### src/hdl/three_of_six_frame_decoder_macros.svh
// ----------------------------------------------------------------------------
// Assertion macros used by the frame decoder module.
// ----------------------------------------------------------------------------
`ifndef THREE_OF_SIX_FRAME_DECODER_MACROS_SVH
`define THREE_OF_SIX_FRAME_DECODER_MACROS_SVH

// The consequent must hold in the same cycle as the antecedent.
`define TOSFD_ASSERT_NOW(label, clk, rst, ante, cons, msg) \
  label: assert property (@(posedge clk) disable iff (rst) (ante) |-> (cons)) \
    else $error(msg);

// The consequent must hold in the cycle after the antecedent.
`define TOSFD_ASSERT_NEXT(label, clk, rst, ante, cons, msg) \
  label: assert property (@(posedge clk) disable iff (rst) (ante) |=> (cons)) \
    else $error(msg);

`endif

### src/hdl/tosfd_pkg.sv
// ----------------------------------------------------------------------------
// tosfd_pkg
// Types, constants and the symbol table of the 3-of-6 frame decoder.
// ----------------------------------------------------------------------------
package tosfd_pkg;

  // Largest number of decoded bytes kept per frame.
  localparam logic [8:0] MAX_OUTPUT = 9'd256;

  // Configuration register indexes.
  localparam logic CFG_START_BIT_OFFSET = 1'b0;
  localparam logic CFG_OUTPUT_LIMIT     = 1'b1;

  // Frame status codes.
  localparam logic [2:0] STATUS_OK        = 3'd0;
  localparam logic [2:0] STATUS_INVALID   = 3'd1;
  localparam logic [2:0] STATUS_ODD       = 3'd2;
  localparam logic [2:0] STATUS_FULL      = 3'd3;
  localparam logic [2:0] STATUS_EMPTY     = 3'd4;

  // 6-bit code word for each nibble.
  localparam logic [5:0] CODE_OF_NIBBLE [16] = '{
    6'h16, 6'h0D, 6'h0E, 6'h0B, 6'h1C, 6'h19, 6'h1A, 6'h13,
    6'h2C, 6'h25, 6'h26, 6'h23, 6'h34, 6'h31, 6'h32, 6'h29
  };

  typedef struct packed {
    logic [7:0] raw_byte;
    logic [3:0] valid_bit_count;
    logic       frame_last;
  } item_t;

  typedef struct packed {
    logic [2:0] start_bit_offset;
    logic [8:0] output_limit;
  } cfg_t;

  typedef struct packed {
    logic [4:0] pending_bits;
    logic [2:0] pending_count;
    logic [3:0] upper_nibble;
    logic       upper_held;
    logic [8:0] produced_count;
    logic       first_pending;
    logic       discarding;
    logic       full_stop;
  } state_t;

  localparam state_t STATE_RESET = '{
    pending_bits: 5'd0, pending_count: 3'd0, upper_nibble: 4'd0, upper_held: 1'b0,
    produced_count: 9'd0, first_pending: 1'b1, discarding: 1'b0, full_stop: 1'b0
  };

  typedef struct packed {
    logic [7:0] decoded_byte;
    logic       byte_valid;
    logic       frame_done;
    logic [2:0] frame_status;
    logic [8:0] byte_total;
  } result_t;

  // Maps a code word to its nibble; bit 4 set means the code is not valid.
  function automatic logic [4:0] symbol_lookup(input logic [5:0] sym);
    logic [4:0] found;
    found = 5'h10;
    for (int k = 0; k < 16; k++) begin
      if (CODE_OF_NIBBLE[k] == sym) begin
        found = {1'b0, 4'(k)};
      end
    end
    return found;
  endfunction

endpackage

### src/hdl/three_of_six_frame_decoder.sv
// ----------------------------------------------------------------------------
// three_of_six_frame_decoder
// Turns frames of raw 3-of-6 coded radio bytes into decoded data bytes.
// ----------------------------------------------------------------------------
// Usage:
//   Input channel: one raw byte per item with its valid bit count and a flag
//   that marks the last byte of a frame. Output channel: at most one result
//   item per input item, carrying a decoded byte, the frame-done flag with a
//   status, and the byte count of the frame so far. Input items that neither
//   complete a byte nor close a frame give no result.
//   An accepted item is registered in the input register, decoded, and its
//   result is offered from the output register.
//   Throughput is one item per cycle unless a stall holds a result back; the
//   frame state is updated as each item leaves the input register, so items follow back to back.
//   When the receiver stalls, the result waits in the output register and the
//   input register holds its item only if it has a result to deliver; items
//   without a result keep flowing. Reset clears the frame state, empties both
//   registers and sets the start bit offset to zero and the output limit to
//   256. Configuration is written through cfg_write, cfg_index and cfg_data;
//   the user must write it only while no frame is in flight, as the block does not enforce it.
// ----------------------------------------------------------------------------
`include "three_of_six_frame_decoder_macros.svh"

module three_of_six_frame_decoder import tosfd_pkg::*; (
  input  logic       clk,
  input  logic       rst,
  input  logic       cfg_write,
  input  logic       cfg_index,
  input  logic [8:0] cfg_data,
  input  logic       in_valid,
  output logic       in_stall,
  input  logic [7:0] raw_byte,
  input  logic [3:0] valid_bit_count,
  input  logic       frame_last,
  output logic       out_valid,
  input  logic       out_stall,
  output logic [7:0] decoded_byte,
  output logic       byte_valid,
  output logic       frame_done,
  output logic [2:0] frame_status,
  output logic [8:0] byte_total
);

  cfg_t    cfg;
  state_t  state;
  state_t  state_next;
  logic    s1_valid;
  item_t   s1_item;
  result_t step_result;
  logic    step_has_result;
  result_t out_result;
  logic    out_free;
  logic    s1_advance;

  tosfd_step u_step (
    .item       (s1_item),
    .cfg        (cfg),
    .state      (state),
    .state_next (state_next),
    .result     (step_result),
    .has_result (step_has_result)
  );

  // Flow control between the input register and the output register.
  assign out_free   = !out_valid || !out_stall;
  assign s1_advance = s1_valid && (out_free || !step_has_result);
  assign in_stall   = s1_valid && !s1_advance;

  // Configuration registers.
  always_ff @(posedge clk) begin
    if (rst) begin
      cfg.start_bit_offset <= 3'd0;
      cfg.output_limit     <= 9'd256;
    end else if (cfg_write) begin
      case (cfg_index)
        CFG_START_BIT_OFFSET: cfg.start_bit_offset <= cfg_data[2:0];
        CFG_OUTPUT_LIMIT:     cfg.output_limit     <= cfg_data;
        default: ;
      endcase
    end
  end

  // Control state: register valids and the frame state.
  always_ff @(posedge clk) begin
    if (rst) begin
      s1_valid  <= 1'b0;
      out_valid <= 1'b0;
      state     <= STATE_RESET;
    end else begin
      if (!in_stall) begin
        s1_valid <= in_valid;
      end
      if (s1_advance && step_has_result) begin
        out_valid <= 1'b1;
      end else if (!out_stall) begin
        out_valid <= 1'b0;
      end
      if (s1_advance) begin
        state <= state_next;
      end
    end
  end

  // Payload registers.
  always_ff @(posedge clk) begin
    if (in_valid && !in_stall) begin
      s1_item <= '{raw_byte: raw_byte, valid_bit_count: valid_bit_count,
                   frame_last: frame_last};
    end
    if (s1_advance && step_has_result) begin
      out_result <= step_result;
    end
  end

  assign decoded_byte = out_result.decoded_byte;
  assign byte_valid   = out_result.byte_valid;
  assign frame_done   = out_result.frame_done;
  assign frame_status = out_result.frame_status;
  assign byte_total   = out_result.byte_total;

  // Checks on the decoder's own bookkeeping.
  `TOSFD_ASSERT_NOW(a_pending_short, clk, rst, 1'b1, state.pending_count <= 3'd5, "pending bits hold a whole symbol")
  `TOSFD_ASSERT_NOW(a_total_bound, clk, rst, out_valid, byte_total <= MAX_OUTPUT, "byte total above maximum")
  `TOSFD_ASSERT_NOW(a_status_done, clk, rst, out_valid && !frame_done, frame_status == STATUS_OK, "status without frame end")
  `TOSFD_ASSERT_NOW(a_idle_byte, clk, rst, out_valid && !byte_valid, decoded_byte == 8'd0, "stale byte without byte_valid")
  `TOSFD_ASSERT_NEXT(a_frame_clear, clk, rst, s1_advance && s1_item.frame_last, state.first_pending && (state.produced_count == 9'd0), "frame state not cleared after last byte")

endmodule

### src/hdl/tosfd_step.sv
// ----------------------------------------------------------------------------
// tosfd_step
// Decodes one raw byte against the frame state: bit gathering, up to two
// symbols, byte assembly and frame status.
// ----------------------------------------------------------------------------
module tosfd_step import tosfd_pkg::*; (
  input  item_t   item,
  input  cfg_t    cfg,
  input  state_t  state,
  output state_t  state_next,
  output result_t result,
  output logic    has_result
);

  logic [3:0]  n;
  logic [3:0]  skip;
  logic [3:0]  used;
  logic [7:0]  aligned;
  logic [8:0]  mask;
  logic [7:0]  bits;
  logic [12:0] acc;
  logic [3:0]  cnt;
  logic [3:0]  rem;
  logic [12:0] rem_mask;
  logic [8:0]  limit;
  logic [5:0]  sym [2];
  logic        take [2];
  logic [4:0]  look;
  logic        have_byte;
  logic [7:0]  byte_out;
  state_t      st;
  logic [2:0]  status;

  // Gather the valid bits of this byte onto the pending bits.
  always_comb begin
    n       = (item.valid_bit_count > 4'd8) ? 4'd8 : item.valid_bit_count;
    skip    = state.first_pending ? {1'b0, cfg.start_bit_offset} : 4'd0;
    used    = (n > skip) ? (n - skip) : 4'd0;
    aligned = item.raw_byte >> (4'd8 - n);
    mask    = (9'd1 << used) - 9'd1;
    bits    = aligned & mask[7:0];
    acc     = ({8'd0, state.pending_bits} << used) | {5'd0, bits};
    cnt     = {1'b0, state.pending_count} + used;
    take[0] = (cnt >= 4'd6);
    take[1] = (cnt >= 4'd12);
    sym[0]  = 6'(acc >> (cnt - 4'd6));
    sym[1]  = 6'(acc >> (cnt - 4'd12));
    rem     = take[1] ? (cnt - 4'd12) : (take[0] ? (cnt - 4'd6) : cnt);
    rem_mask = (13'd1 << rem) - 13'd1;
  end

  // Run the symbols in order through the nibble pairing.
  always_comb begin
    limit     = (cfg.output_limit > MAX_OUTPUT) ? MAX_OUTPUT : cfg.output_limit;
    st        = state;
    have_byte = 1'b0;
    byte_out  = 8'd0;
    look      = 5'd0;
    st.first_pending = 1'b0;
    st.pending_bits  = 5'(acc & rem_mask);
    st.pending_count = rem[2:0];
    for (int k = 0; k < 2; k++) begin
      look = symbol_lookup(sym[k]);
      if (take[k] && !st.discarding && !st.full_stop) begin
        if (look[4]) begin
          st.discarding = 1'b1;
        end else if (!st.upper_held) begin
          st.upper_nibble = look[3:0];
          st.upper_held   = 1'b1;
        end else if (st.produced_count >= limit) begin
          st.full_stop = 1'b1;
        end else begin
          byte_out          = {st.upper_nibble, look[3:0]};
          have_byte         = 1'b1;
          st.produced_count = st.produced_count + 9'd1;
          st.upper_held     = 1'b0;
        end
      end
    end
  end

  // Close the frame with a status on its last byte.
  always_comb begin
    status = STATUS_OK;
    if (item.frame_last) begin
      if (st.discarding) begin
        status = STATUS_INVALID;
      end else if (st.full_stop) begin
        status = STATUS_FULL;
      end else if (st.upper_held) begin
        status = STATUS_ODD;
      end else if (st.produced_count == 9'd0) begin
        status = STATUS_EMPTY;
      end
    end
    result.decoded_byte = byte_out;
    result.byte_valid   = have_byte;
    result.frame_done   = item.frame_last;
    result.frame_status = status;
    result.byte_total   = st.produced_count;
    has_result          = have_byte || item.frame_last;
    state_next          = item.frame_last ? STATE_RESET : st;
  end

endmodule
### config.mk
export PLATFORM = sky130hd
export DESIGN_NAME = three_of_six_frame_decoder
export DESIGN_NICKNAME = d
export VERILOG_FILES = /design/src/hdl/tosfd_pkg.sv /design/src/hdl/three_of_six_frame_decoder.sv /design/src/hdl/tosfd_step.sv
export VERILOG_INCLUDE_DIRS = /design/src /design/src/hdl
export SDC_FILE = /design/constraint.sdc
export NUM_CORES = 1
export LEC_CHECK = 0
export ABC_AREA = 1
export BUFFER_PORTS_ARGS = -buffer_cell sky130_fd_sc_hd__buf_4
export CORE_MARGIN = 2
export CORE_UTILIZATION = 56
export DETAILED_ROUTE_END_ITERATION = 12
export HOLD_SLACK_MARGIN = 0.06
export PLACE_DENSITY = 0.77
export SKIP_LAST_GASP = 1
export SYNTH_ARGS = -nofsm -noshare
export SYNTH_HDL_FRONTEND = slang
export SYNTH_SLANG_ARGS = --single-unit
### constraint.sdc
create_clock -name clk -period 14.9 [get_ports clk]
set_input_delay 0.745 -clock clk [delete_from_list [all_inputs] [get_ports clk]]
set_output_delay 0.745 -clock clk [all_outputs]
set_load 0.03 [all_outputs]
==> metrics.txt <==
status=finished, final reports clean; clk_lat worst skew=0.35 ns; Seq. cell area=0.00183 mm²; power density over the cells=125 mW/mm²; post_cts resized=0; Cell Area, Synth=0.00682 mm²; number of synthesized flops with an enable pin=35; Max stage delay cell, worst path=xor2_1; total setup buffers inserted after CTS=0; area grow syn2layout=9.98%; leakage=3.76 nW; Crit path top cell by count=nand2_1; DRC=0; CP peak stage delay=0.67 ns; Synth Area per Inst=6.44 µm²; DR vias=6825; clock sinks=74; required time of the critical path=14.16 ns; Remaining Overflow, GRT=0; CP max FO=12; Filler Cell Count=1147; CTS tree=done; worst relative slew slack=0.425; Pint=0.000488 W; first-pass GRT wire length=28800 µm; row cnt=40; gpl congestion=0.960; die area=0.0131 mm²; pin count of the biggest net entering global routing=28; die height=114 µm; io pins=52; final WL=16600 µm; vias in the first global route=6283; vias per cell=5.46; Post-DP HPWL=13300 µm; arrival time at the worst endpoint=8.73 ns; nets=1158; WP buf/inv=9; post-synthesis sequential area ratio=0.269; Slew Viols, Final=0; Clock Tree Buf Depth=2; CTS H-tree lvls=3; switching pwr=0.000448 W; Synth Warn #=0; critical path type=flip-flop to primary output; area of the multi-input gates=0.00430 mm²; Seq pwr share=0.246; largest cells by area after synthesis=nand2_1, edfxtp_1, dfxtp_1, nand3_1, inv_1; initial core utilization=0.570; Tmin final=9.47 ns; Core Footprint=0.0120 mm²; # hold bufs at CTS=0; TritonRoute pass-1 iters=7; combinational share of power=0.541; unrepaired setup endpoints after global routing=no; Most used DFF post-synth=dfxtp_1; die width=114 µm; Setup TNS Final=0 ns; Async SR Flop Fraction=0; largest area contributor in the netlist=nand2_1; period utilization=0.636; fin cells=1249; Worst-Margin Slew=0.861 ns; Final Power=0.000935 W; Wirelength per Cell=13.3 µm; maximum VDD drop=0.0912 mV; number of diodes=0; clock slew at reported path FFs=0.06 ns; most instantiated cells after synthesis=nand2_1, nand3_1, inv_1, nor2_1, a21oi_1; final hold violation count=0; placed cell count=1233; worst hold path type=flip-flop to flip-flop; Seq cells post-synth=74; Synth Instances=1059; # setup viols final=0; Synth cell types=54; CP delay by family, top=simple AND/OR/NAND/NOR gates; CP Capture Type=primary output; top-area cell type share of the netlist area=0.183; achievable frequency=0.106 GHz; Initial DRC Count=532; initial antenna violation count=0; Worst Setup Start Kind=flip-flop; Clk Tree Root Cell=clkbuf_16; Max Cap Viol=0; layout cell share with drive strength beyond 1=0.145; Global Route Usage Sum=0.271; port bufs=51; worst clock skew=0.0133 ns; Synth Net Count=1120; cts bufs inserted=9; Clk pwr share=0.214; Sw Ratio=0.478; Post-DRT Antenna Nets=0; most common cell in the synthesized netlist=nand2_1
[final timing paths]
path                            depth (start not counted)              end  slack, ns  startpoint
worst min register to register                          2        state[22]       0.48   state[22]
worst max-delay path                                   47         in_stall       5.43  s1_item[4]
worst max register to register                         47  frame_status[2]       5.47  s1_item[4]
worst min-delay path                                    2        state[22]       0.48   state[22]
[flip-flops by register name (all words and copies together) (netlist names)]
name	flops
state	25
s1_item	13
cfg	12
byte_total	9
decoded_byte	8
frame_status	3
byte_valid	1
frame_done	1
out_valid	1
s1_valid	1
[cells by family after synthesis]
kind of cell             count (synthesis)  share of synthesized area
XOR/XNOR                                 7                     0.0101
AND/OR/NAND/NOR                        653                      0.449
buffers and inverters                  162                      0.100
adder cells (fa/ha/maj)                 33                     0.0617
flip-flops                              74                      0.269
multiplexers                             2                    0.00294
AO/OA/AOI/OAI                          128                      0.107
[placed cells by master (no fill, tap or decap), types with 7 or more instances in the layout]
cell type and n:
nand4_1 21, nor2_2 16, o211ai_1 7, edfxtp_1 35
inv_1 115, nor2_4 9, inv_2 14, nand2_4 8
nand2_1 332, o21ai_1 7, buf_4 51, o21ai_0 41
ha_1 32, clkbuf_16 9, nand2_2 16, a21oi_2 8
dfxtp_1 39, nand3_1 124, a21oi_1 49, nor2_1 98
[routing by layer]
metal  part of all wire  routed length [µm]  up-vias  global-route usage
met5                  0                   0        -                   0
met4              0.028                 473        0              0.0976
met3              0.057                 940       37              0.0386
met2               0.45                7460      230               0.442
met1               0.47                7740     3012               0.367
li1                   -                   -     3546                   -
[per-stage QoR]
step | setup WS (ns) | cell area, µm² | util | hold WS [ns]
after floorplan | 7.57 | 6820 | - | 0.444
after global placement | 5.91 | 7230 | 0.604 | 0.454
after detailed placement | 5.58 | 7230 | 0.604 | 0.465
after CTS | 5.54 | 7500 | 0.627 | 0.474
after global routing | 4.49 | 7500 | 0.627 | 0.505
final | 5.43 | 7500 | 0.627 | 0.475
[power by group through the flow]
stage               sequential, W  combinational (W)  clock [W]
finish                   0.000230           0.000506   0.000200
global placement         0.000234           0.000496          0
CTS                      0.000230           0.000499   0.000202
global route             0.000231           0.000573   0.000212
detailed placement       0.000234           0.000497          0
floorplan                0.000237           0.000399          0
[cell type report]
cell class                      count  share of cell area
Tap cell                          147              0.0245
Clock inverter                      6             0.00551
Sequential cell                    74               0.244
Multi-Input combinational cell    823               0.574
Timing Repair Buffer               51              0.0511
Clock buffer                       10              0.0305
Inverter                          138              0.0704
[worst reg2reg max path, delay by kind of cell, from the launching register on]
kind / cells / cell delay (ns)
fa+ha+maj: 5 / 1.55
compound gates: 3 / 0.85
flops: 1 / 0.50
buf+inv: 8 / 1.68
simple gates: 29 / 3.65
xor+xnor: 2 / 0.84
Note: power is estimated with default switching activity, not from simulation.
